**src/rtl/abps_pkg.sv**
```systemverilog
// types, constants and blend functions of the alpha blend pixel store
`timescale 1ns / 1ps

package abps_pkg;

    // default surface limits
    localparam int DEF_MAX_WIDTH  = 256;
    localparam int DEF_MAX_HEIGHT = 256;

    // configuration port
    localparam int CFG_W       = 9;
    localparam int CFG_INDEX_W = 2;
    localparam logic [CFG_INDEX_W-1:0] REG_SURFACE_WIDTH  = 2'd0;
    localparam logic [CFG_INDEX_W-1:0] REG_SURFACE_HEIGHT = 2'd1;
    localparam logic [CFG_W-1:0]       SURFACE_RESET      = 9'd256;

    // request modes
    localparam logic MODE_READ  = 1'b0;
    localparam logic MODE_WRITE = 1'b1;

    // alpha codes
    localparam logic [7:0]  ALPHA_OPAQUE = 8'hFF;
    localparam logic [7:0]  ALPHA_CLEAR  = 8'h00;
    localparam logic [31:0] ALPHA_MASK   = 32'hFF00_0000;

    typedef struct packed {
        logic               mode;
        logic signed [15:0] col_x;
        logic signed [15:0] row_y;
        logic [31:0]        colour_in;
    } req_item_t;

    typedef struct packed {
        logic [31:0] pixel_out;
        logic        in_range;
    } rsp_item_t;

    // classified job passed from front to back
    typedef struct packed {
        logic        is_write;
        logic        hit;
        logic [31:0] colour;
    } job_t;

    typedef enum logic [1:0] {
        ST_CLEAR,
        ST_IDLE,
        ST_READ
    } back_state_t;

    // one channel: d + floor((s - d) * a / 256)
    function automatic logic [7:0] blend_channel(input logic [7:0] s,
                                                 input logic [7:0] d,
                                                 input logic [7:0] a);
        logic [7:0]  diff;
        logic [16:0] prod;
        logic [7:0]  res;
        if (s >= d)
        begin
            diff = s - d;
            prod = 17'(diff) * 17'(a);
            res  = d + prod[15:8];
        end
        else
        begin
            // negative difference rounds toward minus infinity
            diff = d - s;
            prod = 17'(diff) * 17'(a) + 17'd255;
            res  = d - prod[15:8];
        end
        return res;
    endfunction

    // full pixel blend, source alpha counts as opaque inside the blend
    function automatic logic [31:0] blend_pixel(input logic [31:0] src,
                                                input logic [31:0] dst);
        logic [7:0]  a;
        logic [31:0] s2;
        logic [31:0] res;
        a   = src[31:24];
        s2  = src | ALPHA_MASK;
        res = dst;
        if (a == ALPHA_OPAQUE)
        begin
            res = src;
        end
        else if (a != ALPHA_CLEAR)
        begin
            for (int ch = 0; ch < 4; ch++)
            begin
                res[ch*8 +: 8] = blend_channel(s2[ch*8 +: 8], dst[ch*8 +: 8], a);
            end
        end
        return res;
    endfunction

endpackage

```
**src/rtl/abps_front.sv**
```systemverilog
// front end: surface registers, bounds check and address of each request
`timescale 1ns / 1ps

module abps_front #(
    parameter int MAX_WIDTH  = abps_pkg::DEF_MAX_WIDTH,
    parameter int MAX_HEIGHT = abps_pkg::DEF_MAX_HEIGHT,
    parameter int AW         = 16
) (
    input  logic                             clk,
    input  logic                             rst_n,
    input  logic                             cfg_we,
    input  logic [abps_pkg::CFG_INDEX_W-1:0] cfg_index,
    input  logic [abps_pkg::CFG_W-1:0]       cfg_data,
    input  logic                             req_valid,
    input  abps_pkg::req_item_t              req,
    output logic                             req_stall,
    input  logic                             clearing,
    input  logic                             q_full,
    output logic                             push,
    output abps_pkg::job_t                   push_job,
    output logic [AW-1:0]                    push_addr
);

    localparam logic [15:0] X_LIMIT = 16'(MAX_WIDTH);
    localparam logic [15:0] Y_LIMIT = 16'(MAX_HEIGHT);

    logic [abps_pkg::CFG_W-1:0] width_reg;
    logic [abps_pkg::CFG_W-1:0] height_reg;
    logic [15:0]                col_u;
    logic [15:0]                row_u;
    logic                       x_ok;
    logic                       y_ok;
    logic [31:0]                addr_full;

    // surface size registers
    always_ff @(posedge clk or negedge rst_n)
    begin
        if (!rst_n)
        begin
            width_reg  <= abps_pkg::SURFACE_RESET;
            height_reg <= abps_pkg::SURFACE_RESET;
        end
        else if (cfg_we)
        begin
            if (cfg_index == abps_pkg::REG_SURFACE_WIDTH)
            begin
                width_reg <= cfg_data;
            end
            if (cfg_index == abps_pkg::REG_SURFACE_HEIGHT)
            begin
                height_reg <= cfg_data;
            end
        end
    end

    // bounds check against the register and the store limit
    always_comb
    begin
        col_u = req.col_x;
        row_u = req.row_y;
        x_ok  = !col_u[15] && (col_u < {7'b0, width_reg}) && (col_u < X_LIMIT);
        y_ok  = !row_u[15] && (row_u < {7'b0, height_reg}) && (row_u < Y_LIMIT);
    end

    // fixed row stride address
    assign addr_full = {16'b0, row_u} * 32'(MAX_WIDTH) + {16'b0, col_u};
    assign push_addr = addr_full[AW-1:0];

    // job classification and handshake
    assign req_stall         = clearing || q_full;
    assign push              = req_valid && !req_stall;
    assign push_job.is_write = (req.mode == abps_pkg::MODE_WRITE);
    assign push_job.hit      = x_ok && y_ok;
    assign push_job.colour   = req.colour_in;

endmodule

```
**config.mk**
```make
export PLATFORM = sky130hd
export DESIGN_NAME = abps_front
export DESIGN_NICKNAME = d
export VERILOG_FILES = /design/src/rtl/abps_pkg.sv /design/src/rtl/abps_front.sv
export SDC_FILE = /design/constraint.sdc
export NUM_CORES = 1
export LEC_CHECK = 0
export ABC_AREA = 1
export BUFFER_PORTS_ARGS = -buffer_cell sky130_fd_sc_hd__buf_2
export CELL_PAD_IN_SITES_DETAIL_PLACEMENT = 0
export CELL_PAD_IN_SITES_GLOBAL_PLACEMENT = 1
export CORE_MARGIN = 2
export CORE_UTILIZATION = 27
export DETAILED_ROUTE_END_ITERATION = 8
export PLACE_DENSITY = 0.87
export SYNTH_ARGS = -nofsm -noshare
export SYNTH_HDL_FRONTEND = slang
export SYNTH_SLANG_ARGS = --single-unit
```
**constraint.sdc**
```tcl
create_clock -name clk -period 2.4 [get_ports clk]
set_clock_uncertainty 0.15 [all_clocks]
set_input_delay 0.36 -clock clk [delete_from_list [all_inputs] [get_ports clk]]
set_output_delay 0.36 -clock clk [all_outputs]
set_load 0.02 [all_outputs]
```
# Word level (Yosys, flattened, before mapping)
# Index checks and enable logic that the tools add are counted.
[totals]
input_bits = 82
out_inout_bits = 52
word_cells = 21
register_bits = 18
[classes]
order_cmp = 4
n_reduce_logical = 13
addsub = 1
eq_ne = 1
[ops]
columns = ["op", "n"]
rows = [
  ["$lt A16 B9 Y1", 2],
  ["$lt A16 B9 Y1 const B", 2],
  ["$add A16 B16 Y16", 1],
  ["$logic_and A1 B1 Y1", 6],
  ["$reduce_and A2 Y1", 2],
  ["$logic_not A1 Y1", 3],
  ["$eq A2 B1 Y1 const B", 1],
  ["$logic_not A2 Y1", 1],
  ["$logic_or A1 B1 Y1", 1],
]

# Depth between registers and ports, before layout
# Gate-level depths: netlist of run 1.
[logic_depth]
ltp_word = 4
depth_mapped = 11
depth_no_buf = 11

# Least setup slack after synthesis of run 1
# No wires, ideal clock.
[synth_path]
kind = "in2out"
startpoint = "input req[32] (netlist bit)"
endpoint = "output push_addr[14]"
path_stages = 10
arrival_time_ns = 1.737
slack_ns = 0.153
path_cell_list = "ha_1 inv_1 fa_1 nand3b_1 nand2_1 nand2_1 nand2_1 nand2_1 nand2_1 xor2_1"
[synth_between]
elab_chain_len = 1
[synth_lines]
columns = ["item", "line_no", "source"]
rows = [
  ["start, declared", "abps_front.sv:15", "input abps_pkg::req_item_t req,"],
  ["$add A16 B16 Y16", "abps_front.sv:66", "assign addr_full = {16'b0, row_u} * 32'(MAX_WIDTH) + {16'b0, col_u};"],
  ["end, declared", "abps_front.sv:21", "output logic [AW-1:0] push_addr"],
]
# Every way passes these cells.

# Final worst setup path of run 1
# Same ends and word-level chain as after synthesis.

==> results of run 1 <==
-- Yosys cell counts, drive strengths merged --
library cell / count
ha: 23
buf: 43
nand3: 2
nand3b: 2
a21o: 1
nand2: 54
xor2: 3
a21oi: 10
nor2: 10
inv: 40
or2: 2
clkinv: 1
dfrtp: 16
nand4: 1
nor4: 1
nor3: 2
fa: 1
dfstp: 2
and3: 1
xnor2: 4
o21ai: 18
o21a: 2
a31oi: 1
-- layer usage --
layer  vias up  part of all wire  global-route usage
li1        772                 -                   -
met1       650              0.45               0.126
met2        47              0.47               0.190
met3         6             0.074              0.0241
met4         0            0.0086              0.0289
met5         -                 0                   0
-- stage by stage --
stage | TNS (ns) | setup slack [ns] | utilization | std cells
5_1_grt | -0.00457 | -0.00457 | 0.316 | 349
4_1_cts | 0 | 0.00160 | 0.313 | 348
2_1_floorplan | 0 | 0.153 | - | 240
6_report | 0 | 0.0926 | 0.316 | 349
3_3_place_gp | 0 | 0.0529 | 0.301 | 343
3_5_place_dp | -0.00645 | -0.00645 | 0.301 | 343
-- logic make-up (layout without fill, tap and decap cells) --
family | Yosys count | count (layout) | synth area share
buf+inv | 84 | 116 | 0.264
xor+xnor | 7 | 7 | 0.0341
compound gates | 32 | 32 | 0.0940
fa+ha+maj | 24 | 24 | 0.171
flops | 18 | 18 | 0.252
simple gates | 75 | 75 | 0.185
-- area by class of cell --
class,count,area (um2)
clock buffers,4,55.1
repair buffers,71,370
multi-input cells,138,887
inverters,41,154
flip-flops and latches,18,453
well taps,77,96.3
fillers,705,4370
-- power by group through the flow --
| stage | Clock [W] | Combinational, W | Sequential, W |
|---|---|---|---|
| final | 0.000241 | 0.000406 | 0.000384 |
| after detailed placement | 0 | 0.000402 | 0.000390 |
| after global routing | 0.000261 | 0.000470 | 0.000391 |
| after CTS | 0.000247 | 0.000409 | 0.000385 |
| after floorplan | 0 | 0.000357 | 0.000379 |
| after global placement | 0 | 0.000391 | 0.000389 |
-- repair_timing --
action | in CTS | in global routing
setup endpoints to repair | 1 | 1
gates resized for setup | 3 | 2
buffers inserted | 0 | 1
cloned | 0 | 0
hold endpoints to repair | 16 | 0
hold buffers | 1 | 0
pin swaps | 0 | 1
-- worst paths after layout --
check	from	endpoint	slack, ns	cells past startpoint
setup / recovery	req[32]	push_addr[14]	0.09	12
hold / removal	cfg_data[8]	height_reg[8]$_DFFE_PN1P_	0.22	3
setup reg to reg	width_reg[8]$_DFFE_PN1P_	width_reg[8]$_DFFE_PN1P_	1.50	2
hold reg to reg	height_reg[8]$_DFFE_PN1P_	height_reg[8]$_DFFE_PN1P_	0.32	2
max in group asynchronous	rst_n	width_reg[8]$_DFFE_PN1P_	1.36	2
min in group asynchronous	rst_n	height_reg[7]$_DFFE_PN0P_	0.41	2
-- critical path: stages --
cell,delay [ns]
buf_2,0.11
ha_4,0.14
inv_1,0.05
fa_2,0.33
nand3b_1,0.19
nand2_2,0.09
nand2_1,0.05
nand2_1,0.05
nand2_1,0.04
nand2_1,0.07
xor2_1,0.15
buf_4,0.16
==> results.yml, run 1 <==
pwr:
  swShare: 0.343
  power_density_nw_per_um2: 511
  comb_power_share: 0.394
  power.share.clock: 0.233
  ir_drop_mv: 0.182
  seqPwrFrac: 0.373
  p_int_w: 0.000677
  p_total_w: 0.00103
  p_leak_nw: 1.14
  power.switching_w: 0.000354
clocking:
  clock_latency_ns: 0.24
  cts_buffer_depth: 2
  htree_levels: 1
  cts_sinks: 18
  numCtsBuffers: 3
  tritoncts: "yes"
  cts-root-buf: "clkbuf_8"
  path_clk_slew_ns: 0.07
logic_synthesis:
  ys_ff_latch: 18
  ys_warn_count: 0
  synth.avg_cell_area_um2: 7.49
  synth_seq_area_share: 0.252
  netlist_top_cells_area: "dfrtp_1 22%, buf_4 18%, ha_1 16%"
  yosysTopAreaCellShare: 0.223
  synth_cell_types: 29
  syn_area_um2: 1800
  netlist_instances: 240
  synth_top_cell_by_area: "dfrtp_1"
  synth_nets: 346
sta:
  hold_viol_final: 0
  finalHoldWorstSlack_ns: 0.219
  tightest_slew_ns: 0.554
  max_slew_margin: 0.630
  period_share: 0.961
  max_freq_mhz: 433
  min_period_ns: 2.31
  report.final.slew_viol_count: 0
  setup_viol: 0
floorplan:
  die_y_um: 85.6
  rows: 29
  coreArea_um2: 6390
  io-pin-count: 134
  dieArea_um2: 7320
  die_width_um: 85.6
  start_util: 0.281
cells_and_area:
  final_cell_mix: "66 x buf_2, 53 x nand2_1, 34 x inv_1"
  final_layout_size_suffix_gt1_frac: 0.331
  area_growth_pct: 12.2
  final_common_cell: "buf_2"
  layout.nets: 379
  antenna_cells: 0
  fin_area_um2: 2020
routing:
  wl_mm: 3.86
  routedWlPerCell_um: 11.0
  drt_iter0_markers: 22
  drc: 0
  dr.pass1.iters: 4
  drtAntennaViolNets: 0
  vias: 1475
  via_per_inst: 4.23
placement:
  gp_congestion: 0.785
  dp_hpwl_mm: 3.35
  placed_cell_area_um2: 1920
  port_buffers: 67
global_route:
  grt_first_pass_wirelength_mm: 6.35
  antenna_found_initial: 0
  grt_pass1_vias: 1498
  grt_use_total: 0.106
  grt_overflow: 0
  grt_start_max_net_pins: 19
critical_path:
  crit_required_ns: 1.89
  path_max_fanout: 2
  worstPathArrival_ns: 1.80
  worst-setup-path-type: "in -> out"
  cp-start-kind: "input pin"
  worst_setup_path_end_kind: "output pin"
hold_path:
  min_path_type: "in -> reg"
status:
  status: "complete, no violations"
flow_run:
  max_cap_viol_count: 0
(Power assumes the default switching activity.)
==> run 2, diff against run 1 <==
- clock period: 2.4 -> 2.6 ns (I/O delays scaled with it)
==> run 2 against run 1 <==
Worst hold slack improved by 0.021 ns. Via count down 1.2%. Wire length decreased by 2.4%. First-iteration DRC count up 27%. Power is 8.1% lower. Worst setup slack better by 0.081 ns. Critical path depth stayed put. Final area fell by 1.9%. Clock power down 6%. Clock-buffer cell count did not move.
==> results.yml, run 2 (synthesized netlist as in run 1, its figures left out) <==
cells_and_area:
  fillers: 717
  final_cell_mix: "66 x buf_2, 54 x nand2_1, 34 x inv_1"
  final_common_cell: "buf_2"
  area_growth_pct: 10.1
  layout.nets: 376
  antenna_cells: 0
  final_layout_size_suffix_gt1_frac: 0.316
  stdcell_count: 346
  finalCoreUtilization: 0.310
global_route:
  grt_overflow: 0
  antenna_found_initial: 0
  grt_use_total: 0.103
  grt_pass1_vias: 1401
  grt_first_pass_wirelength_mm: 6.13
  grt_start_max_net_pins: 19
placement:
  port_buffers: 67
  dp.cells: 341
  gp_congestion: 0.820
  dp_hpwl_mm: 3.31
sta:
  tightest_slew_ns: 0.555
  finalHoldWorstSlack_ns: 0.240
  max_slew_margin: 0.629
  setup-tns-final_ns: 0
  max_freq_mhz: 412
  grt_setup_unrepaired: "false"
  min_period_ns: 2.43
  hold_viol_final: 0
  setup_viol: 0
  report.final.slew_viol_count: 0
  period_share: 0.933
critical_path:
  path_max_fanout: 3
  worst-setup-path-type: "in -> out"
  cp-start-kind: "input pin"
  crit_start: "req[56]"
  worst_setup_path_end_kind: "output pin"
  crit_required_ns: 2.06
  worstPathArrival_ns: 1.89
  worstReg2RegStart: "height_reg[8]$_DFFE_PN1P_"
floorplan:
  rows: 29
  dieArea_um2: 7320
  die_y_um: 85.6
  start_util: 0.281
  coreArea_um2: 6390
  die_width_um: 85.6
  io-pin-count: 134
pwr:
  p_leak_nw: 1.12
  ir_drop_mv: 0.180
  power_density_nw_per_um2: 479
  p_total_w: 0.000947
hold_path:
  hp-start: "cfg_data[8]"
  min_path_type: "in -> reg"
clocking:
  path_clk_slew_ns: 0.06
  htree_levels: 1
  tritoncts: "yes"
  cts-root-buf: "clkbuf_8"
  clock_latency_ns: 0.25
  cts_buffer_depth: 2
  numCtsBuffers: 3
  cts_sinks: 18
flow_run:
  max_cap_viol_count: 0
status:
  status: "complete, no violations"
routing:
  dr.pass1.iters: 4
  via_per_inst: 4.21
  drtAntennaViolNets: 0
  drt_iter0_markers: 28
  vias: 1458
  routedWlPerCell_um: 10.9
  drc: 0
  wl_mm: 3.76
==> run 2: changes by cell type in the layout (fill, tap and decap cells not counted) <==
cell	before	now
nand2_2	1	0
buf_4	4	1
ha_1	22	23
ha_4	1	0
nand2_1	53	54
==> run 2: through the flow <==
stage	setup WS, ns	instance area [um2]
after global routing	0.0530	1980
after detailed placement	0.103	1910
after floorplan	0.293	1800
after CTS	0.0989	1970
final	0.174	1980
after global placement	0.160	1910
==> run 2: path summary, 6_finish.rpt <==
path,to,slack [ns],cells after the start
hold reg to reg,width_reg[8]$_DFFE_PN1P_,0.33,2
hold / removal,width_reg[8]$_DFFE_PN1P_,0.24,3
setup reg to reg,height_reg[8]$_DFFE_PN1P_,1.70,2
setup / recovery,push_addr[14],0.17,12
max in group asynchronous,width_reg[8]$_DFFE_PN1P_,1.54,2
min in group asynchronous,height_reg[7]$_DFFE_PN0P_,0.44,2
==> run 2: worst max-delay path: stages <==
cell and delay, ns:
buf_2 0.11, ha_1 0.16, inv_1 0.06, fa_2 0.36, nand3b_1 0.18, nand2_1 0.11, nand2_1 0.06, nand2_1 0.05
nand2_1 0.04, nand2_1 0.07, xor2_1 0.14, buf_4 0.16
==> run 2: power by group <==
part	leakage [nW]	internal, W	switching [W]
clock network	0.0288	0.000135	0.0000914
logic	0.873	0.000157	0.000210
registers	0.221	0.000328	0.0000259
total	1.12	0.000620	0.000327
==> run 2: routing by layer <==
| metal | vias to the layer above | track usage | part of all wire |
|---|---|---|---|
| li1 | 768 | - | - |
| met1 | 638 | 0.129 | 0.45 |
| met2 | 46 | 0.168 | 0.46 |
| met3 | 6 | 0.0308 | 0.083 |
| met4 | 0 | 0.0346 | 0.011 |
| met5 | - | 0 | 0 |
==> run 2: final cells by class <==
type | count | area (um2) | share of cell area
clock buffers | 4 | 55.1 | 0.0278
flip-flops and latches | 18 | 453 | 0.229
inverters | 41 | 154 | 0.0778
well taps | 77 | 96.3 | 0.0487
repair buffers | 68 | 348 | 0.176
multi-input cells | 138 | 872 | 0.441
==> run 2: what timing repair did <==
item / 4_1_cts / 5_1_grt
hold buffers: 1 / 0
hold endpoints to repair: 16 / 0
setup buffers: 0 / 0
gates resized for setup: 0 / 2
endpoints found under the setup margin: 0 / 1
