==> config.mk <==
export PLATFORM = sky130hd
export DESIGN_NAME = abps_queue
export DESIGN_NICKNAME = d
export VERILOG_FILES = /design/src/rtl/abps_queue.sv
export SDC_FILE = /design/constraint.sdc
export NUM_CORES = 1
export LEC_CHECK = 0
export ABC_AREA = 1
export BUFFER_PORTS_ARGS = -buffer_cell sky130_fd_sc_hd__buf_2
export CORE_MARGIN = 3
export CORE_UTILIZATION = 57
export CTS_BUF_LIST = sky130_fd_sc_hd__clkbuf_2 sky130_fd_sc_hd__clkbuf_4 sky130_fd_sc_hd__clkbuf_8
export DETAILED_ROUTE_END_ITERATION = 12
export PLACE_DENSITY = 0.93
export SYNTH_ARGS = -nofsm -noshare
export SYNTH_HDL_FRONTEND = slang
export SYNTH_SLANG_ARGS = --single-unit
==> constraint.sdc <==
create_clock -name clk -period 3.2 [get_ports clk]
set_input_delay 0.64 -clock clk [delete_from_list [all_inputs] [get_ports clk]]
set_output_delay 0.64 -clock clk [all_outputs]
set_load 0.005 [all_outputs]
==> src/rtl/abps_queue.sv <==
// two-entry job queue between the front and the back
`timescale 1ns / 1ps

module abps_queue #(
    parameter int W = 8
) (
    input  logic         clk,
    input  logic         rst_n,
    input  logic         push,
    input  logic [W-1:0] push_data,
    output logic         full,
    input  logic         pop,
    output logic [W-1:0] pop_data,
    output logic         empty
);

    logic [W-1:0] slot_reg [2];
    logic         wr_ptr_reg;
    logic         wr_ptr_next;
    logic         rd_ptr_reg;
    logic         rd_ptr_next;
    logic [1:0]   count_reg;
    logic [1:0]   count_next;
    logic         do_push;
    logic         do_pop;

    // status
    assign full     = (count_reg == 2'd2);
    assign empty    = (count_reg == 2'd0);
    assign do_push  = push && !full;
    assign do_pop   = pop && !empty;
    assign pop_data = slot_reg[rd_ptr_reg];

    // pointer and count update
    always_comb
    begin
        wr_ptr_next = wr_ptr_reg ^ do_push;
        rd_ptr_next = rd_ptr_reg ^ do_pop;
        count_next  = count_reg + 2'(do_push) - 2'(do_pop);
    end

    always_ff @(posedge clk or negedge rst_n)
    begin
        if (!rst_n)
        begin
            wr_ptr_reg <= 1'b0;
            rd_ptr_reg <= 1'b0;
            count_reg  <= 2'd0;
        end
        else
        begin
            wr_ptr_reg <= wr_ptr_next;
            rd_ptr_reg <= rd_ptr_next;
            count_reg  <= count_next;
        end
    end

    // entry storage
    always_ff @(posedge clk)
    begin
        if (do_push)
        begin
            slot_reg[wr_ptr_reg] <= push_data;
        end
    end

endmodule

Yosys cells after proc, flatten, opt, wreduce, memory -nomap -nowiden. Memory sizes are Yosys's and may differ from the RTL's. Index checks and enable logic that the tools add are counted. W data, S select, Z words.

Bits in registers: 4. Memory bits (writable): 16. Word-level logic and storage cells: 16. Memories: 1.

Memories: slot_reg (words 2, bits a word 8, read ports 1, clocked after memory_dff 0, wr ports 1, RTL line 17) `logic [W-1:0] slot_reg [2];`.

$add $sub $neg: 2. Equality and inequality tests: 1. Multiplexer cells: 2. Bitwise gates (word level): 2. Reductions and logical operators: 5.

Operators by type and width (number): $add A2 B1 Y2 (1); $eq A2 B2 Y1 const B (1); $logic_and A1 B1 Y1 (2); $logic_not A1 Y1 (2); $logic_not A2 Y1 (1); $mux W1 (2); $sub A2 B1 Y2 (1); $xor A1 B1 Y1 (2).

Logic depth before layout (Yosys ltp). Gate-level depths: netlist (run 1).

Depth in word-level cells: 5. Mapped depth: 10. Depth with buffers taken out: 10.

Worst setup path before layout (run 1). OpenSTA, ideal clock, no wires.

Kind: input -> register. Start point: input port pop. End point: register count_reg[1]. Library setup time: 0.116 ns. Arrival: 1.306 ns. Data required time: 3.084 ns. Slack: 1.777 ns. Cell stages on the path: 8. Buffers on the path: 0. Cell sequence: nand2_2 inv_1 ha_1 inv_1 ha_1 inv_1 nand2_1 nand2_1.

Longest elaborated chain between the ends: 2.

Ends and longest elaborated chain: start, declared (RTL line 12) `input logic pop,`; $logic_and A1 B1 Y1 (RTL line 31) `assign do_pop = pop && !empty;`; $sub A2 B1 Y2 (RTL line 39) `count_next = count_reg + 2'(do_push) - 2'(do_pop);`; net count_next[1] (RTL line 23) `logic [1:0] count_next;`; end signal, assigned (RTL line 54) `count_reg <= count_next;`; end, declared (RTL line 22) `logic [1:0] count_reg;`.

The timed path passes the listed nets, and every way through them passes these cells.

Worst setup path after layout (run 1).
Start point: register rd_ptr_reg. End point: output port pop_data[1].

Longest elaborated chain between the ends: 1.

Ends and longest elaborated chain: start, declared (RTL line 20) `logic rd_ptr_reg;`; start signal, assigned (RTL line 53) `rd_ptr_reg <= rd_ptr_next;`; $mem_v2 Z2 W8; end, declared (RTL line 13) `output logic [W-1:0] pop_data,`.

Every way passes these cells.

==> reports/qor.csv, run 1 <==
metric,value,unit
outcome,completed,
mapped cell area,840,um2
total CTS buffers,3,
first-pass GRT wire length,2.48,mm
Final Power,920,uW
Max Buffers Root-to-Sink,2,
"area leader, netlist",edfxtp_1,
die area,1970,um2
met1 usage,22.0,%
grt met2 use,31.1,%
grt met3 use,2.85,%
CTS tree,built,
setup TNS,0,ps
post-DR vias/cell,5.20,
hold crit path type,input pin to asynchronous set/reset pin,
vias,582,
sequential power share,45.0,%
Tmin final,1870,ps
die height,44.4,um
achievable frequency,0.536,GHz
CP startpoint kind,flip-flop,
postcts setup bufs,0,
vias in the first global route,552,
Worst Path Required,2560,ps
I/O pins,22,
H-tree depth,1,
Final Cell Area,1000,um2
Layout Skew,3.22,ps
total global-route track usage,18.6,%
post-CTS sizing,0,
core area,1330,um2
gr ovfl total,0,
"most common cell after layout, fill and taps aside",nand2_1,
Hold Worst Slack,129,ps
NumNets Final,114,
I/O Buffers,21,
r2r worst-path depth,10,
Final Hold Vio Count,0,
final worst path period share,58.3,%
max-cap check violation count,0,
largest net degree at the start of global routing,13,
Arrival @ worst endpoint,1230,ps
DRT antenna net count,0,
Worst IR Drop VDD,850,uV
Crit. End Element,output pin,
clock network power share,21.9,%
clock sink total,20,
Root Buffer Master,clkbuf_4,
number of synthesized register bits,20,
global routing's busiest layer,met2,
Cell variety after synth,12,
Starting Density,62.9,%
highest-count cells in the layout ignoring fill and taps,"nand2_1 (31), buf_2 (21), edfxtp_1 (16)",
synth-to-layout area growth,19.7,%
max FFs per register,16,
Cell Int Power,612,uW
sequential area share after synthesis,69.2,%
combinational power share,33.2,%
proportion of layout cells with a drive suffix above 1,33.0,%
HPWL Detailed,1.04,mm
Avg Synthesized Cell Area,11.5,um2
synth top area cells,"edfxtp_1 (57%), nand2_1 (14%), dfrtp_1 (12%)",
placed instance area,952,um2
"Core Util, Final",75.3,%
final setup fails,0,
clk slew on worst S/H paths,100,ps
Synth Warn #,0,
CTS Hold Bufs,0,
routability cong.,0.764,
DR WL/cell,13.2,um
Slew HR,73.3,%
Static Leak,0.000501,uW
sw frac,33.5,%
DRT Pass-1 Iters,4,
initial antenna violation count,0,
RSZ-0062 raised after global routing,false,
CP Class,flip-flop to output pin,
WL final,1.47,mm
post-synth top area share,57.2,%
Die Wd,44.4,um
diode count,0,
Pwr per Cell Area,916,nW/um2
Initial DRC Count,23,
crit-path max FO,10,
worst-skew pair later-pin latency,300,ps
Post-Syn Instances,73,
num rows,13,
max-slew violation count,0,
Worst-Margin Slew,401,ps
number of remaining DRC errors,0,
Sw Pwr,308,uW
Post-Syn Nets,89,
-- critical path: stages (launching register included) --
cell	delay, ps
dfrtp_1	600
inv_6	80
nand2_1	70
nand2_1	50
buf_2	120
-- through the flow --
| step | std cells | setup slack [ps] |
|---|---|---|
| 4_1_cts | 112 | 1330 |
| 3_5_place_dp | 108 | 1550 |
| 6_report | 112 | 1330 |
| 2_1_floorplan | 73 | 1780 |
| 5_1_grt | 112 | 1210 |
| 3_3_place_gp | 108 | 1640 |
-- power by group through the flow --
stage,combinational (uW),sequential (uW),clock (uW)
floorplan,218,392,0
global placement,279,416,0
detailed placement,298,420,0
CTS,307,414,204
global route,355,423,216
finish,305,414,201
-- Yosys cell counts (all sizes together) --
| cell type | number |
|---|---|
| buf | 1 |
| dfrtp | 4 |
| edfxtp | 16 |
| ha | 4 |
| inv | 11 |
| nand2 | 33 |
| nand3 | 2 |
| nor2 | 1 |
| o21ai | 1 |
-- routing by layer --
metal	wire (um)	part of all wire, %	vias to the layer above
met5	0	0	-
met4	64	4.3	0
met3	97	6.6	9
met2	776	53	31
met1	534	36	261
li1	-	-	281
-- cells by family (layout without fill, tap and decap cells) --
logic type / after synthesis / in the layout / share of synthesized area, %
buf+inv: 12 / 36 / 6.86
fa+ha+maj: 4 / 4 / 5.96
compound gates: 1 / 1 / 1.04
simple gates: 36 / 36 / 17.0
flops: 20 / 20 / 69.2
-- area by class of cell --
type | count | area [um2]
clock buffer | 3 | 22.5
clock inverter | 1 | 30.0
fill | 85 | 329
inverter | 11 | 46.3
multi-input combinational | 41 | 201
sequential | 20 | 581
tap | 15 | 18.8
timing repair buffer | 21 | 105
-- final timing paths --
path | slack [ps] | endpoint | start
hold reg to reg | 630 | count_reg[0]$_DFF_PN0_ | count_reg[0]$_DFF_PN0_
setup reg to reg | 1710 | count_reg[1]$_DFF_PN0_ | count_reg[1]$_DFF_PN0_
max in group asynchronous | 2950 | rd_ptr_reg$_DFF_PN0_ | rst_n
hold / removal | 130 | wr_ptr_reg$_DFF_PN0_ | rst_n
setup / recovery | 1330 | pop_data[1] | rd_ptr_reg$_DFF_PN0_
min in group clk | 520 | slot_reg[1][5]$_DFFE_PP_ | push_data[5]
Note: power is estimated with default switching activity, not from simulation.
==> run 2, diff against run 1 <==
- CORE_UTILIZATION: 57 -> 48
- PLACE_DENSITY: 0.93 -> 0.85
- clock period: 3.2 -> 1.6 ns (I/O delays scaled with it)
==> reports/qor.csv, run 2 (same netlist as run 1, synthesis figures left out) <==
metric,value,unit
R2R setup slack,190,ps
CTS tree,built,
first-pass GRT wire length,1.87,mm
num rows,14,
I/O Buffers,21,
max-cap check violation count,0,
max FFs per register,16,
"most common cell after layout, fill and taps aside",nand2_1,
highest-count cells in the layout ignoring fill and taps,"nand2_1 (31), buf_2 (21), edfxtp_1 (16)",
WL final,1.29,mm
Worst Path Required,1280,ps
CP startpoint kind,flip-flop,
post-DR vias/cell,4.72,
number of remaining DRC errors,0,
clock sink total,20,
Slew HR,74.1,%
Most Frequent Cell on Critical Path,nand2_1,
"Core Util, Final",64.5,%
routability cong.,0.683,
Static Leak,0.000504,uW
Worst IR Drop VDD,1150,uV
Max Buffers Root-to-Sink,2,
diode count,0,
core area,1580,um2
worst-skew pair later-pin latency,300,ps
Initial DRC Count,5,
max-slew violation count,0,
Pwr per Cell Area,1770,nW/um2
worst path cell trace,inv_6 -> nand2_1 -> nand2_1 -> buf_2,
Final Hold Vio Count,0,
DR WL/cell,11.3,um
total global-route track usage,12.5,%
Root Buffer Master,clkbuf_4,
CP Class,flip-flop to output pin,
synth-to-layout area growth,21.2,%
Die Wd,47.8,um
gr ovfl total,0,
hold crit path type,input pin to flip-flop,
Starting Density,53.3,%
total CTS buffers,3,
Layout Skew,9.65,ps
Crit. End Element,output pin,
H-tree depth,1,
initial antenna violation count,0,
setup TNS,0,ps
die area,2290,um2
final worst path period share,91.1,%
vias,538,
CP max stage delay,510,ps
Tmin final,1460,ps
final setup fails,0,
HPWL Detailed,1.01,mm
I/O pins,22,
DRT Pass-1 Iters,4,
Worst-Margin Slew,388,ps
RSZ-0062 raised after global routing,false,
die height,47.8,um
slowest CP cell,dfrtp_2,
crit-path max FO,10,
proportion of layout cells with a drive suffix above 1,33.7,%
Arrival @ worst endpoint,1140,ps
achievable frequency,0.686,GHz
postcts setup bufs,0,
NumNets Final,115,
vias in the first global route,466,
outcome,completed,
DRT antenna net count,0,
largest net degree at the start of global routing,13,
clk slew on worst S/H paths,110,ps
[run 2: cell count changes in the layout (fill, tap and decap cells not counted)]
cell           previous run  this run
dfrtp_1                   4         3
dfrtp_2                   0         1
dlygate4sd3_1             0         1
[run 2: worst max-delay path, delay by kind of cell, from the launching register on]
| kind | cells | cell delay [ps] |
|---|---|---|
| buffers and inverters | 2 | 220 |
| AND/OR/NAND/NOR | 2 | 110 |
| flip-flops | 1 | 510 |
[run 2: path summary, 6_finish.rpt]
check / start / end / cells after the start
worst max-delay path: rd_ptr_reg$_DFF_PN0_ / pop_data[2] / 4
worst min-delay path: push_data[1] / slot_reg[1][1]$_DFFE_PP_ / 1
worst max register to register: count_reg[1]$_DFF_PN0_ / count_reg[1]$_DFF_PN0_ / 10
worst min register to register: count_reg[1]$_DFF_PN0_ / count_reg[1]$_DFF_PN0_ / 3
max in group asynchronous: rst_n / rd_ptr_reg$_DFF_PN0_ / 2
min in group asynchronous: rst_n / count_reg[1]$_DFF_PN0_ / 2
[run 2: layer usage]
| metal | GRT usage (%) | vias up | share of wire [%] | wire length (um) |
|---|---|---|---|---|
| met5 | 0 | - | 0 | 0 |
| met3 | 6.77 | 5 | 6.1 | 78 |
| met1 | 12.3 | 240 | 37 | 482 |
| met4 | 4.84 | 0 | 1.8 | 23 |
| li1 | - | 280 | - | - |
| met2 | 21.9 | 13 | 55 | 702 |
[run 2: layout make-up]
cell class                 count  area, um2
timing repair buffer          22        115
clock inverter                 1       30.0
tap                           16       20.0
inverter                      11       46.3
sequential                    20        582
clock buffer                   3       22.5
multi-input combinational     41        201
fill                         128        559
[run 2: repair_timing]
action | in CTS | in global routing
endpoints found under the setup margin | 0 | 8
resized for setup | 0 | 1
endpoints found under the hold margin | 4 | 0
hold buffers | 1 | 0
[run 2: report_power, final]
part,switching (uW),internal [uW]
logic,332,243
clock network,147,253
registers,99.2,729
total,578,1230
[run 2: through the flow]
step	cells	hold WS (ps)	power [uW]	area [um2]	setup slack, ps
6_report	114	198	1800	1020	142
5_1_grt	114	181	1950	1020	50.4
4_1_cts	114	188	1830	1020	33.1
3_5_place_dp	109	127	1430	953	179
3_3_place_gp	109	131	1390	953	262
2_1_floorplan	73	24.4	1220	840	292
==> run 3, diff against run 2 <==
- ABC_AREA: 1 -> default
- MAX_ROUTING_LAYER: default -> met4
==> reports/qor.csv, run 3 <==
metric,value,unit
outcome,"complete, but fails checks",
violated checks,setup timing,
CP Class,flip-flop to output pin,
"Core Util, Final",69.6,%
Root Buffer Master,clkbuf_4,
"area leader, netlist",edfxtp_1,
Layout Skew,9.19,ps
NumNets Final,92,
Static Leak,0.000492,uW
CP startpoint kind,flip-flop,
DR WL/cell,14.2,um
max-cap check violation count,0,
"Cell Count, Final, Fillers Out",91,
initial antenna violation count,0,
highest-count cells in the layout ignoring fill and taps,"edfxtp_1 (16), buf_2 (13), buf_6 (10)",
Cell variety after synth,13,
WL final,1.30,mm
synth-to-layout area growth,30.7,%
max-slew violation count,0,
routability cong.,0.626,
num rows,14,
Tmin final,1600,ps
proportion of layout cells with a drive suffix above 1,56.0,%
sequential area share after synthesis,69.2,%
"EDFF count, synth",16,
first-pass GRT wire length,1.90,mm
Synth Warn #,0,
final setup fails,1,
max FFs per register,16,
largest net degree at the start of global routing,12,
ys async rst share,20.0,%
Slew HR,74.4,%
crit-path max FO,5,
mapped cell area,840,um2
most common cell in the netlist,edfxtp_1,
worst-skew pair later-pin latency,300,ps
most frequent cells after synthesis,"edfxtp_1 (16), mux2_4 (8), dfrtp_1 (4), ha_1 (4), inv_1 (4)",
vias in the first global route,449,
total CTS buffers,3,
Post-Syn Nets,61,
gr ovfl total,0,
DRT Pass-1 Iters,2,
Post-Syn Instances,45,
Crit. End Element,output pin,
Worst Path Required,1280,ps
placed cells,81,
fin worst setup slack,-0.832,ps
Starting Density,53.3,%
I/O Buffers,21,
clock sink total,20,
"most common cell after layout, fill and taps aside",edfxtp_1,
Post-synth top flop,edfxtp_1,
Initial DRC Count,8,
RSZ-0062 raised after global routing,true,
hold crit path type,input pin to flip-flop,
Max Buffers Root-to-Sink,2,
R2R setup slack,70,ps
Die Wd,47.8,um
diode count,0,
Final Power,1930,uW
vias,462,
Hold Worst Slack,202,ps
core area,1580,um2
DRT antenna net count,0,
Worst-Margin Slew,383,ps
die area,2290,um2
I/O pins,22,
synth top area cells,"edfxtp_1 (57%), mux2_4 (14%), dfrtp_1 (12%)",
setup TNS,-0.832,ps
clk slew on worst S/H paths,110,ps
Worst IR Drop VDD,1110,uV
number of synthesized register bits,20,
Pwr per Cell Area,1760,nW/um2
HPWL Detailed,897,um
# fillers,114,
final worst path period share,100,%
die height,47.8,um
achievable frequency,0.625,GHz
CTS tree,built,
Final Hold Vio Count,0,
number of remaining DRC errors,0,
Avg Synthesized Cell Area,18.7,um2
post-synth top area share,57.2,%
H-tree depth,1,
Arrival @ worst endpoint,1280,ps
post-DR vias/cell,5.08,
total global-route track usage,14.2,%
==> run 3: changes by cell type in the layout (fill, tap and decap cells not counted), sizes merged <==
cell | before | now
buf | 21 | 26
and2 | 0 | 1
xor2 | 0 | 1
inv | 11 | 4
nand2 | 33 | 1
o21a | 0 | 1
nand3 | 2 | 0
xnor2 | 0 | 2
o21ai | 1 | 0
mux2 | 0 | 8
nand2b | 0 | 1
clkbuf | 3 | 4
bufinv | 1 | 0
==> run 3: area by class of cell <==
cell class                 instances  area, um2  area share [%]
multi-input combinational         20        240            21.9
tap                               16       20.0            1.82
timing repair buffer              27        210            19.2
clock buffer                       4       30.0            2.74
sequential                        20        582            53.0
inverter                           4       15.0            1.37
==> run 3: final timing paths <==
check	depth (start not counted)	endpoint	start
max	3	pop_data[7]	rd_ptr_reg$_DFF_PN0_
min	1	slot_reg[1][7]$_DFFE_PP_	push_data[7]
max reg2reg	6	count_reg[1]$_DFF_PN0_	count_reg[1]$_DFF_PN0_
min reg2reg	1	count_reg[1]$_DFF_PN0_	count_reg[1]$_DFF_PN0_
max in group asynchronous	2	rd_ptr_reg$_DFF_PN0_	rst_n
min in group asynchronous	2	wr_ptr_reg$_DFF_PN0_	rst_n
==> run 3: repair_timing <==
action | in CTS | in global routing
hold buffers | 1 | 0
endpoints found under the hold margin | 4 | 0
setup buffers | 3 | 2
pin swaps | 0 | 1
resized for setup | 1 | 13
setup endpoints to repair | 8 | 9
==> run 3: power breakdown <==
part | switching (uW) | internal, uW | leakage [uW]
registers | 72.8 | 732 | 0.000194
clock network | 142 | 114 | 0.0000184
logic | 326 | 547 | 0.000280
==> run 3: cell families after synthesis <==
kind of cell | share of synthesized area [%]
multiplexers | 14.3
AO/OA/AOI/OAI | 1.04
buffers and inverters | 3.13
XOR/XNOR | 4.02
AND/OR/NAND/NOR | 2.38
flip-flops | 69.2
adder cells (fa/ha/maj) | 5.96
==> run 3: through the flow <==
| step | instance area [um2] | worst slack [ps] |
|---|---|---|
| after floorplan | 840 | 131 |
| after global placement | 953 | 114 |
| after detailed placement | 953 | 45.0 |
| after CTS | 1010 | -14.8 |
| after global routing | 1100 | -42.5 |
| final | 1100 | -0.832 |
==> run 3: critical path: stages (launching register included) <==
cell     delay [ps]
dfrtp_2         430
buf_6           140
mux2_4          300
buf_6           120
==> run 3: layer usage <==
layer | routed length [um] | track usage (%)
met5 | 0 | -
met2 | 608 | 22.4
met4 | 79 | 12.9
met3 | 59 | 3.38
met1 | 548 | 14.1
